===== src/rtl/core/brc_pkg.sv =====
// ----------------------------------------------------------------------------
// brc_pkg: shared types and constants for the byte recurrence checksum
// Holds the recurrence state record, the modulus and the folding function
// used to reduce products modulo 65535.
// ----------------------------------------------------------------------------
`default_nettype none

package brc_pkg;

  localparam int unsigned TermWidth = 16;
  localparam int unsigned PosWidth  = 8;
  localparam int unsigned ProdWidth = 25;

  localparam logic [TermWidth-1:0] Modulus    = 16'hFFFF;
  localparam logic [TermWidth-1:0] FirstPrev  = 16'd1;
  localparam logic [TermWidth-1:0] FirstBias  = 16'd7;
  localparam logic [PosWidth-1:0]  FirstPos   = 8'd1;

  // Recurrence state carried from one byte to the next.
  typedef struct packed {
    logic [TermWidth-1:0] prev_term;
    logic [TermWidth-1:0] curr_term;
    logic [PosWidth-1:0]  byte_position;
    logic                 in_frame;
  } brc_state_t;

  // Reduce a product-sized value modulo 65535. Since 2^16 is 1 mod 65535,
  // the high and low halves are added, and one subtract finishes the job.
  function automatic logic [TermWidth-1:0] fold_mod(input logic [ProdWidth-1:0] x);
    logic [TermWidth:0] sum;
    sum = {8'd0, x[ProdWidth-1:TermWidth]} + {1'b0, x[TermWidth-1:0]};
    if (sum >= {1'b0, Modulus}) begin
      sum = sum - {1'b0, Modulus};
    end
    return sum[TermWidth-1:0];
  endfunction

endpackage

`default_nettype wire


===== src/rtl/core/byte_recurrence_checksum.sv =====
// ----------------------------------------------------------------------------
// byte_recurrence_checksum: frame checksum by a second-order recurrence
//
// Usage:
//   Bytes of a frame enter on the input channel (in_valid, in_stall,
//   data_byte, last_byte), one byte per transfer; last_byte marks the final
//   byte. Each frame yields one checksum transfer on the output channel
//   (out_valid, out_stall, checksum); other bytes yield nothing.
//   The last byte passes the input register and then the output register,
//   where the checksum is shown; a stall on the output can hold it between.
//   Throughput: one byte per cycle while in_stall is low. The recurrence loop (two
//   small products, a subtract and a fold modulo 65535) closes combinationally
//   between the input register and the state registers.
//   Reset (rst, synchronous) clears the valid bits of the input and output
//   registers and resets the state; in_stall is high while rst is high.
//   When the receiver stalls, the pending checksum holds. Further bytes keep
//   flowing until a second last byte reaches the input register; it then
//   waits there and in_stall rises until the checksum is taken.
// ----------------------------------------------------------------------------
`default_nettype none

module byte_recurrence_checksum (
  input  logic                          clk,
  input  logic                          rst,
  input  logic                          in_valid,
  output logic                          in_stall,
  input  logic [7:0]                    data_byte,
  input  logic                          last_byte,
  output logic                          out_valid,
  input  logic                          out_stall,
  output logic [brc_pkg::TermWidth-1:0] checksum
);
  import brc_pkg::*;

  logic                 stage_valid;
  logic [7:0]           stage_byte;
  logic                 stage_last;
  logic                 advance;
  brc_state_t           state;
  brc_state_t           state_next;
  logic [TermWidth-1:0] term;

  // A closing byte may only move on when the output register can take it.
  assign advance  = stage_valid && !(stage_last && out_valid && out_stall);
  assign in_stall = rst || (stage_valid && !advance);

  // Input register.
  always_ff @(posedge clk) begin
    if (rst) begin
      stage_valid <= 1'b0;
    end else if (!in_stall) begin
      stage_valid <= in_valid;
    end
  end

  always_ff @(posedge clk) begin
    if (!in_stall && in_valid) begin
      stage_byte <= data_byte;
      stage_last <= last_byte;
    end
  end

  brc_step u_step (
    .state      (state),
    .data_byte  (stage_byte),
    .last_byte  (stage_last),
    .state_next (state_next),
    .term       (term)
  );

  // Recurrence state.
  always_ff @(posedge clk) begin
    if (rst) begin
      state.prev_term     <= FirstPrev;
      state.curr_term     <= '0;
      state.byte_position <= '0;
      state.in_frame      <= 1'b0;
    end else if (advance) begin
      state <= state_next;
    end
  end

  // Output register.
  always_ff @(posedge clk) begin
    if (rst) begin
      out_valid <= 1'b0;
    end else if (advance && stage_last) begin
      out_valid <= 1'b1;
    end else if (!out_stall) begin
      out_valid <= 1'b0;
    end
  end

  always_ff @(posedge clk) begin
    if (advance && stage_last) begin
      checksum <= term;
    end
  end

endmodule

`default_nettype wire


===== src/rtl/core/brc_step.sv =====
// ----------------------------------------------------------------------------
// brc_step: one step of the checksum recurrence
// From the current state and one byte, forms the next state and the term
// that is reported when the byte closes the frame.
// ----------------------------------------------------------------------------
`default_nettype none

module brc_step (
  input  brc_pkg::brc_state_t           state,
  input  logic [7:0]                    data_byte,
  input  logic                          last_byte,
  output brc_pkg::brc_state_t           state_next,
  output logic [brc_pkg::TermWidth-1:0] term
);
  import brc_pkg::*;

  logic [PosWidth-1:0]  alpha;
  logic [PosWidth-1:0]  beta;
  logic [8:0]           factor;
  logic [ProdWidth-1:0] prod_a;
  logic [ProdWidth-1:0] prod_b;
  logic [TermWidth-1:0] rem_pos;
  logic [TermWidth-1:0] rem_neg;
  logic [TermWidth-1:0] rec_term;

  // Position weights: 17*i and 31*i, both mod 256.
  assign alpha = state.byte_position + {state.byte_position[3:0], 4'd0};
  assign beta  = {state.byte_position[2:0], 5'd0} - state.byte_position;

  // The two products are independent and run side by side.
  assign factor = {1'b0, data_byte} + {1'b0, alpha};
  assign prod_a = ProdWidth'(factor) * ProdWidth'(state.curr_term);
  assign prod_b = ProdWidth'(beta) * ProdWidth'(state.prev_term);

  assign rem_pos = fold_mod(prod_a - prod_b);
  assign rem_neg = fold_mod(prod_b - prod_a);

  // A negative difference wraps through 2^64, which is 1 mod 65535, so the
  // term becomes (1 - remainder) mod 65535.
  always_comb begin
    if (prod_a >= prod_b) begin
      rec_term = rem_pos;
    end else if (rem_neg == '0) begin
      rec_term = FirstPrev;
    end else if (rem_neg == FirstPrev) begin
      rec_term = '0;
    end else begin
      rec_term = TermWidth'(17'h10000 - {1'b0, rem_neg});
    end
  end

  // Next state: the first byte of a frame seeds the terms.
  always_comb begin
    if (!state.in_frame) begin
      state_next.prev_term     = FirstPrev;
      state_next.curr_term     = TermWidth'(data_byte) + FirstBias;
      state_next.byte_position = FirstPos;
    end else begin
      state_next.prev_term     = state.curr_term;
      state_next.curr_term     = rec_term;
      state_next.byte_position = state.byte_position + FirstPos;
    end
    state_next.in_frame = 1'b1;
    term = state_next.curr_term;
    // The last byte closes the frame and rearms for the next one.
    if (last_byte) begin
      state_next.in_frame      = 1'b0;
      state_next.byte_position = '0;
    end
  end

endmodule

`default_nettype wire


===== config.mk =====
export PLATFORM = sky130hd
export DESIGN_NAME = byte_recurrence_checksum
export DESIGN_NICKNAME = d
export VERILOG_FILES = /design/src/rtl/core/brc_pkg.sv /design/src/rtl/core/byte_recurrence_checksum.sv /design/src/rtl/core/brc_step.sv
export SDC_FILE = /design/constraint.sdc
export NUM_CORES = 1
export LEC_CHECK = 0
export BUFFER_PORTS_ARGS = -buffer_cell sky130_fd_sc_hd__buf_2
export CORE_AREA = 2 2 196 198
export CTS_CLUSTER_SIZE = 30
export DETAILED_ROUTE_END_ITERATION = 8
export DIE_AREA = 0 0 198 200
export GPL_ROUTABILITY_DRIVEN = 0
export PLACE_DENSITY = 0.69
export SETUP_SLACK_MARGIN = 0.05
export SKIP_LAST_GASP = 1
export SLEW_MARGIN = 20
export SYNTH_ARGS = -nofsm -noshare
export SYNTH_HDL_FRONTEND = slang
export SYNTH_SLANG_ARGS = --single-unit

===== constraint.sdc =====
create_clock -name clk -period 16.62 [get_ports clk]
set_clock_uncertainty 0.2 [all_clocks]
set_input_delay 1.662 -clock clk [delete_from_list [all_inputs] [get_ports clk]]
set_output_delay 1.662 -clock clk [all_outputs]
set_load 0.01 [all_outputs]

==> results of run 1 <==
path summary, 6_finish.rpt:
kind / from / endpoint / slack, ps / cells past startpoint
setup reg to reg: state[1] / state[15] / 2470 / 45
hold / removal: out_valid / stage_valid / 330 / 2
hold reg to reg: out_valid / stage_valid / 330 / 2
setup / recovery: state[1] / state[15] / 2470 / 45
worst max-delay path, delay by kind of cell, from the launching register on:
| family | cells | cell delay (ps) |
|---|---|---|
| xor+xnor | 3 | 940 |
| fa+ha+maj | 10 | 4400 |
| flops | 1 | 990 |
| mux | 1 | 400 |
| buf+inv | 2 | 110 |
| compound gates | 24 | 5820 |
| simple gates | 5 | 1150 |
stage by stage:
step / area [um2] / worst slack, ps
floorplan: 16600 / 4350
global placement: 17200 / 3010
detailed placement: 17200 / 2750
CTS: 17500 / 2720
global route: 17500 / 1690
finish: 17500 / 2470
per-layer routing:
metal  share of wire (%)  track usage, %  up-vias
li1                    -               -     6673
met1                  42            31.0     7041
met2                  48            40.7      564
met3                 6.6            2.74       96
met4                 3.0            7.63        0
met5                   0               0        -
registers in the layout (all words and copies together) (netlist names):
register     count
out_valid        1
stage_byte       8
checksum        16
state           41
stage_last       1
stage_valid      1
cell families after synthesis:
group | count (synthesis) | share of synthesized area [%]
AO/OA/AOI/OAI | 397 | 16.7
XOR/XNOR | 152 | 8.05
adder cells (fa/ha/maj) | 363 | 35.8
buffers and inverters | 393 | 9.03
flip-flops | 68 | 9.68
multiplexers | 5 | 0.308
AND/OR/NAND/NOR | 670 | 20.4
cell usage in the layout (no fill, tap or decap), drive strengths merged, types with 5 or more instances in the layout:
cell	n
dfxtp	43
o21ai	54
ha	174
buf	45
nor4	6
nand2	205
nor2	110
nor3	24
nand4	16
a2111oi	5
inv	306
nand3	45
a211oi	20
o221ai	6
and3	20
fa	189
clkbuf	10
a21oi	111
and2	153
xor2	54
or2	16
or3	18
nand2b	23
nor2b	13
nand3b	5
xnor2	98
a22oi	7
o211a	5
a31oi	20
a21boi	6
edfxtp	25
o21bai	33
a221o	6
o21a	21
o31a	7
a21o	38
a311oi	8
final cells by class:
| cell class | count | area, um2 | area share, % |
|---|---|---|---|
| clock buffer | 10 | 239 | 1.36 |
| clock inverter | 6 | 86.3 | 0.492 |
| inverter | 305 | 1140 | 6.53 |
| multi-input combinational | 1587 | 13500 | 77.3 |
| sequential | 68 | 1610 | 9.19 |
| tap | 511 | 639 | 3.65 |
| timing repair buffer | 45 | 263 | 1.50 |
==> impl_metrics.csv, run 1 <==
group,metric,value,unit
run_status,status,"completed",
synthesis,syn_nets,2424,
floorplan,die-area,0.0396,mm2
synthesis,netlist_top_cells_area,"fa_1, ha_1, inv_1, and2_1, dfxtp_1",
timing,worst_pin_slew,1010,ps
floorplan,dieWidth,198,um
synthesis,synth_ff_type,"dfxtp_1",
critical_path,required,16660,ps
global_route,grt_pass1_vias,14500,
synthesis,yosysMostFrequentCell,"inv_1",
global_route,grt-ovfl-total,0,
final_layout,fillers,3616,
timing,rsz0062_at_grt,"false",
global_route,grt_max_degree,46,
routing,viasPerCell,5.68,
timing,finalSetupViolCount,0,
synthesis,synth_top_area_share,22.7,%
timing,drv_slew,0,
floorplan,initial_core_util,44.5,%
synthesis,ys_warn_count,0,
floorplan,die_height,200,um
timing,fmax,0.0707,GHz
clocking,clock_latency,350,ps
routing,wl_per_cell,17.9,um
critical_path,critical_path_class,"reg -> reg",
synthesis,ys_ff_latch,68,
clocking,clockBufferDepth,2,
clocking,cts_root_buffer,"clkbuf_16",
synthesis,synth_edf_count,25,
clocking,cts-resized-gates,0,
clocking,clk_pin_slew,60,ps
critical_path,crit_path_max_incr_delay,990,ps
global_route,track_usage,23.6,%
placed_design,port_buffers,30,
timing,hold_slack,335,ps
critical_path,slowest_stage,"dfxtp_1",
synthesis,async_flop_share,0,%
synthesis,yosys.area.top_type,"fa_1",
placed_design,dp_hpwl,36900,um
routing,dr.pass1.iters,5,
final_layout,fin_cells,2532,
final_layout,fin_util,46.9,%
routing,ant_nets,0,
clocking,cts_tree,"yes",
routing,vias,14400,
synthesis,syn_inst,2048,
floorplan,num_rows,71,
final_layout,area_delta_synth_final,5.36,%
global_route,grt_pass1_wl,74800,um
final_layout,nets,2392,
critical_path,crit_arrival,14190,ps
floorplan,boundaryPins,31,
timing,period_needed,14150,ps
synthesis,syn_area,0.0166,mm2
routing,drtIter0Drc,949,
clocking,cts_hold_buf,0,
clocking,cts_sinks,68,
clocking,cts-buffers-inserted,9,
clocking,post-cts-setup-buffers,0,
critical_path,crit_path_start_kind,"flip-flop",
timing,slew_headroom,32.2,%
critical_path,cp_max_fo,25,
synthesis,synthTopCellsByCount,"inv_1, nand2_1, fa_1",
routing,drc,0,
clocking,htreeDepth,3,
critical_path,cp_common_cell,"a21oi_1",
flow_run,max-cap-violations,0,
floorplan,core,0.0374,mm2
final_layout,diodes,0,
timing,hold_violations,0,
final_layout,drive_above_1_share,5.10,%
timing,tns,0,ps
routing,routed_wl,45400,um
hold_path,min_path_type,"reg -> reg",
synthesis,syn_area_per_cell,8.13,um2
global_route,antenna_found_initial,1,
synthesis,synth_cell_types,93,
critical_path,worst_setup_path_end_kind,"flip-flop",
synthesis,ys_seq_area_share,9.68,%
timing,final.period_utilization,85.1,%
placed_design,placed_cells,2516,
Power of run 1 is not shown: default switching activity piles up to over one toggle a cycle in this logic, so the estimate is an artifact.
==> run 2, diff against run 1 <==
CORE_AREA = 2 2 177 179   (was 2 2 196 198)
DIE_AREA = 0 0 179 181   (was 0 0 198 200)
PLACE_DENSITY = 0.8   (was 0.69)
==> impl_metrics.csv, run 2 (synthesis results as in run 1) <==
group,metric,value,unit
placed_design,dp_hpwl,35300,um
placed_design,pre_cts_ws,2990,ps
clocking,cts_hold_buf,0,
timing,worst_pin_slew,950,ps
critical_path,rrSetupSlack,2750,ps
clocking,htreeDepth,3,
global_route,grt_pass1_vias,14600,
clocking,clk_pin_slew,60,ps
critical_path,cp_common_cell,"a21oi_1",
critical_path,required,16670,ps
final_layout,final_cell_mix,"inv_1, nand2_1, fa_1, ha_1, and2_1",
routing,ant_nets,0,
routing,viasPerCell,5.98,
final_layout,area_delta_synth_final,4.35,%
routing,drc,0,
floorplan,boundaryPins,31,
critical_path,crit_buf_inv,2,
floorplan,die_height,181,um
final_layout,drive_above_1_share,4.95,%
timing,rsz0062_at_grt,"false",
hold_path,hold_path_depth,2,
clocking,cts_root_buffer,"clkbuf_16",
clocking,clockBufferDepth,2,
clocking,cts_sinks,68,
routing,routed_wl,43600,um
routing,drtIter0Drc,1185,
floorplan,die-area,0.0324,mm2
clocking,clock_latency,360,ps
final_layout,final_common_cell,"inv_1",
final_layout,nets,2392,
critical_path,crit_arrival,13920,ps
critical_path,slowest_stage,"dfxtp_1",
routing,dr.pass1.iters,5,
final_layout,design_area,0.0174,mm2
global_route,antenna_found_initial,0,
routing,vias,14500,
timing,hold_slack,334,ps
floorplan,dieWidth,179,um
final_layout,largest_reg_flops,41,
flow_run,max-cap-violations,0,
final_layout,top_regs,"state x41, checksum x16, stage_byte x8",
timing,hold_violations,0,
clocking,post-cts-setup-buffers,0,
timing,period_needed,13870,ps
timing,finalSetupViolCount,0,
critical_path,crit_path_start_kind,"flip-flop",
global_route,grt_pass1_wl,71900,um
global_route,track_usage,27.7,%
final_layout,diodes,0,
clocking,cts_tree,"yes",
timing,drv_slew,0,
timing,fmax,0.0721,GHz
timing,final.period_utilization,83.5,%
run_status,status,"completed",
floorplan,num_rows,64,
hold_path,min_path_type,"reg -> reg",
global_route,grt_max_degree,46,
floorplan,initial_core_util,54.8,%
placed_design,port_buffers,30,
clocking,cts-buffers-inserted,9,
clocking,cts-resized-gates,0,
critical_path,r2r_cells,45,
critical_path,critical_path_class,"reg -> reg",
critical_path,worstSetupStartpoint,"state[1]",
global_route,grt-ovfl-total,0,
critical_path,worst_setup_path_end_kind,"flip-flop",
critical_path,r2r_start,"state[1]",
timing,slew_headroom,36.6,%
routing,wl_per_cell,18.0,um
critical_path,cp_max_fo,25,
placed_design,placed_cell_area,0.0170,mm2
timing,worst_slack,2750,ps
critical_path,critical_path_depth,45,
floorplan,core,0.0303,mm2
critical_path,crit_path_max_incr_delay,940,ps
critical_path,crit_end,"state[15]",
critical_path,r2r_end,"state[15]",
timing,tns,0,ps
critical_path,critPathTopFamily,"compound AO/OA/AOI/OAI gates",
final_layout,largest-register,"state",
run 2: worst min-delay path by stage:
stage / end / slack, ps / start
after floorplan: state[22] / 260 / state[22]
after global placement: out_valid / 310 / out_valid
after detailed placement: stage_valid / 320 / out_valid
after CTS: stage_valid / 330 / out_valid
after global routing: out_valid / 370 / out_valid
final: stage_valid / 330 / out_valid
run 2: through the flow:
step,util (%),cells
floorplan,-,2048
global placement,56.2,2401
CTS,57.2,2417
detailed placement,56.2,2401
global route,57.2,2417
finish,57.2,2417
run 2: worst register-to-register path: cells and delay by family (launching register included):
family | cells | cell delay (ps)
buf+inv | 2 | 110
simple gates | 5 | 1170
mux | 1 | 400
flops | 1 | 940
xor+xnor | 3 | 900
fa+ha+maj | 10 | 4440
compound gates | 24 | 5620
run 2: layout make-up:
cell class	instances	area, um2
Sequential cell	68	1610
Inverter	305	1140
Multi-Input combinational cell	1587	13500
Clock buffer	9	225
Timing Repair Buffer	45	263
Tap cell	396	495
Fill cell	2665	13000
Clock inverter	7	97.6
run 2: per-layer routing:
layer / wire [um] / track usage, % / vias to the layer above
met2: 20400 / 44.8 / 624
met4: 2230 / 12.8 / 0
met3: 3090 / 3.98 / 142
met5: 0 / 0 / -
met1: 17900 / 36.5 / 7000
li1: - / - / 6689
Power of run 2 is left out for the same reason.
==> run 3, diff against run 2 <==
clock period = 13.62 ns   (was 16.62 ns; I/O delays follow)
==> impl_metrics.csv, run 3 (synthesis results as in run 1) <==
group,metric,value,unit
final_layout,diodes,0,
floorplan,num_rows,64,
final_layout,largest-register,"state",
critical_path,crit_buf_inv,6,
global_route,track_usage,28.5,%
placed_design,dp_hpwl,36800,um
floorplan,boundaryPins,31,
critical_path,r2r_start,"stage_byte[1]",
floorplan,die_height,181,um
placed_design,port_buffers,30,
critical_path,critical_path_depth,53,
critical_path,crit_path_start_kind,"flip-flop",
timing,final.period_utilization,94.9,%
critical_path,r2r_end,"state[11]",
final_layout,largest_reg_flops,41,
hold_path,hold_path_depth,2,
global_route,grt_pass1_vias,14800,
critical_path,required,13670,ps
routing,drtIter0Drc,1385,
floorplan,initial_core_util,54.8,%
critical_path,rrSetupSlack,690,ps
timing,slew_headroom,31.4,%
critical_path,cp_common_cell,"o21bai_1",
hold_path,hp-start,"state[5]",
final_layout,top_regs,"state x41, checksum x16, stage_byte x8",
clocking,cts_tree,"yes",
clocking,cts_sinks,68,
routing,routed_wl,45400,um
routing,drc,0,
clocking,htreeDepth,3,
final_layout,nets,2408,
routing,wl_per_cell,18.6,um
clocking,clk_pin_slew,60,ps
critical_path,worst_setup_path_end_kind,"flip-flop",
final_layout,design_area,0.0177,mm2
floorplan,dieWidth,179,um
critical_path,cp_max_fo,12,
clocking,clock_latency,350,ps
timing,period_needed,12930,ps
floorplan,die-area,0.0324,mm2
critical_path,r2r_cells,53,
final_layout,final_cell_mix,"inv_1, nand2_1, fa_1, ha_1, and2_1",
final_layout,area_delta_synth_final,6.35,%
timing,fmax,0.0774,GHz
clocking,clockBufferDepth,2,
routing,dr.pass1.iters,6,
timing,drv_slew,0,
global_route,grt-ovfl-total,0,
placed_design,placed_cell_area,0.0171,mm2
timing,hold_violations,0,
timing,tns,0,ps
critical_path,crit_arrival,12970,ps
critical_path,crit_path_max_incr_delay,570,ps
critical_path,critical_path_class,"reg -> reg",
run_status,status,"completed",
critical_path,critPathTopFamily,"compound AO/OA/AOI/OAI gates",
clocking,cts_root_buffer,"clkbuf_16",
final_layout,drive_above_1_share,7.07,%
critical_path,slowest_stage,"or4b_4",
flow_run,max-cap-violations,0,
routing,ant_nets,0,
routing,vias,14800,
global_route,grt_pass1_wl,73900,um
timing,worst_slack,694,ps
final_layout,final_common_cell,"inv_1",
timing,worst_pin_slew,1020,ps
hold_path,min_path_type,"reg -> reg",
global_route,antenna_found_initial,0,
floorplan,core,0.0303,mm2
global_route,grt_max_degree,46,
hold_path,holdPathEnd,"state[5]",
routing,viasPerCell,6.06,
timing,rsz0062_at_grt,"true",
placed_design,pre_cts_ws,95.6,ps
timing,finalSetupViolCount,0,
clocking,cts-buffers-inserted,9,
run 3: cell types whose count changed in the layout (fill, tap and decap cells not counted), sizes merged:
| cell | delta |
|---|---|
| clkinvlp | +1 |
| buf | +16 |
| bufinv | +1 |
| clkinv | -1 |
| inv | -1 |
run 3: layout make-up:
class                      count  area, um2
fill                        2609      12700
sequential                    68       1610
clock inverter                 7        124
clock buffer                   9        225
inverter                     305       1140
tap                          396        495
multi-input combinational   1587      13700
timing repair buffer          61        387
run 3: timing repair:
item	4_1_cts	5_1_grt
endpoints found under the setup margin	1	32
buffers inserted	0	4
resized for setup	1	38
hold buffers	0	0
pin swaps	0	6
run 3: routing by layer:
| layer | GRT usage, % | routed length [um] | up-vias |
|---|---|---|---|
| met2 | 47.7 | 22000 | 683 |
| li1 | - | - | 6734 |
| met3 | 3.14 | 3210 | 149 |
| met1 | 37.5 | 18200 | 7188 |
| met4 | 11.5 | 1920 | 0 |
| met5 | 0 | 0 | - |
run 3: worst max-delay path by stage:
stage	startpoint	end	slack [ps]
after floorplan	state[1]	state[12]	1350
after global routing	state[1]	state[11]	-20
after global placement	state[1]	state[15]	440
after detailed placement	state[1]	state[11]	100
after CTS	state[1]	state[11]	180
final	stage_byte[1]	state[11]	690
run 3: tightest hold or removal path: cells and delay by family (launching register included):
| family | cells | cell delay, ps |
|---|---|---|
| flops | 1 | 360 |
| compound gates | 2 | 150 |
run 3: metrics by stage:
| step | util (%) | cells | hold slack [ps] |
|---|---|---|---|
| final | 58.3 | 2433 | 348 |
| after global routing | 58.3 | 2433 | 390 |
| after CTS | 57.6 | 2429 | 356 |
| after detailed placement | 56.4 | 2413 | 346 |
| after global placement | 56.4 | 2413 | 314 |
| after floorplan | - | 2048 | 256 |
Power of run 3 is left out for the same reason.
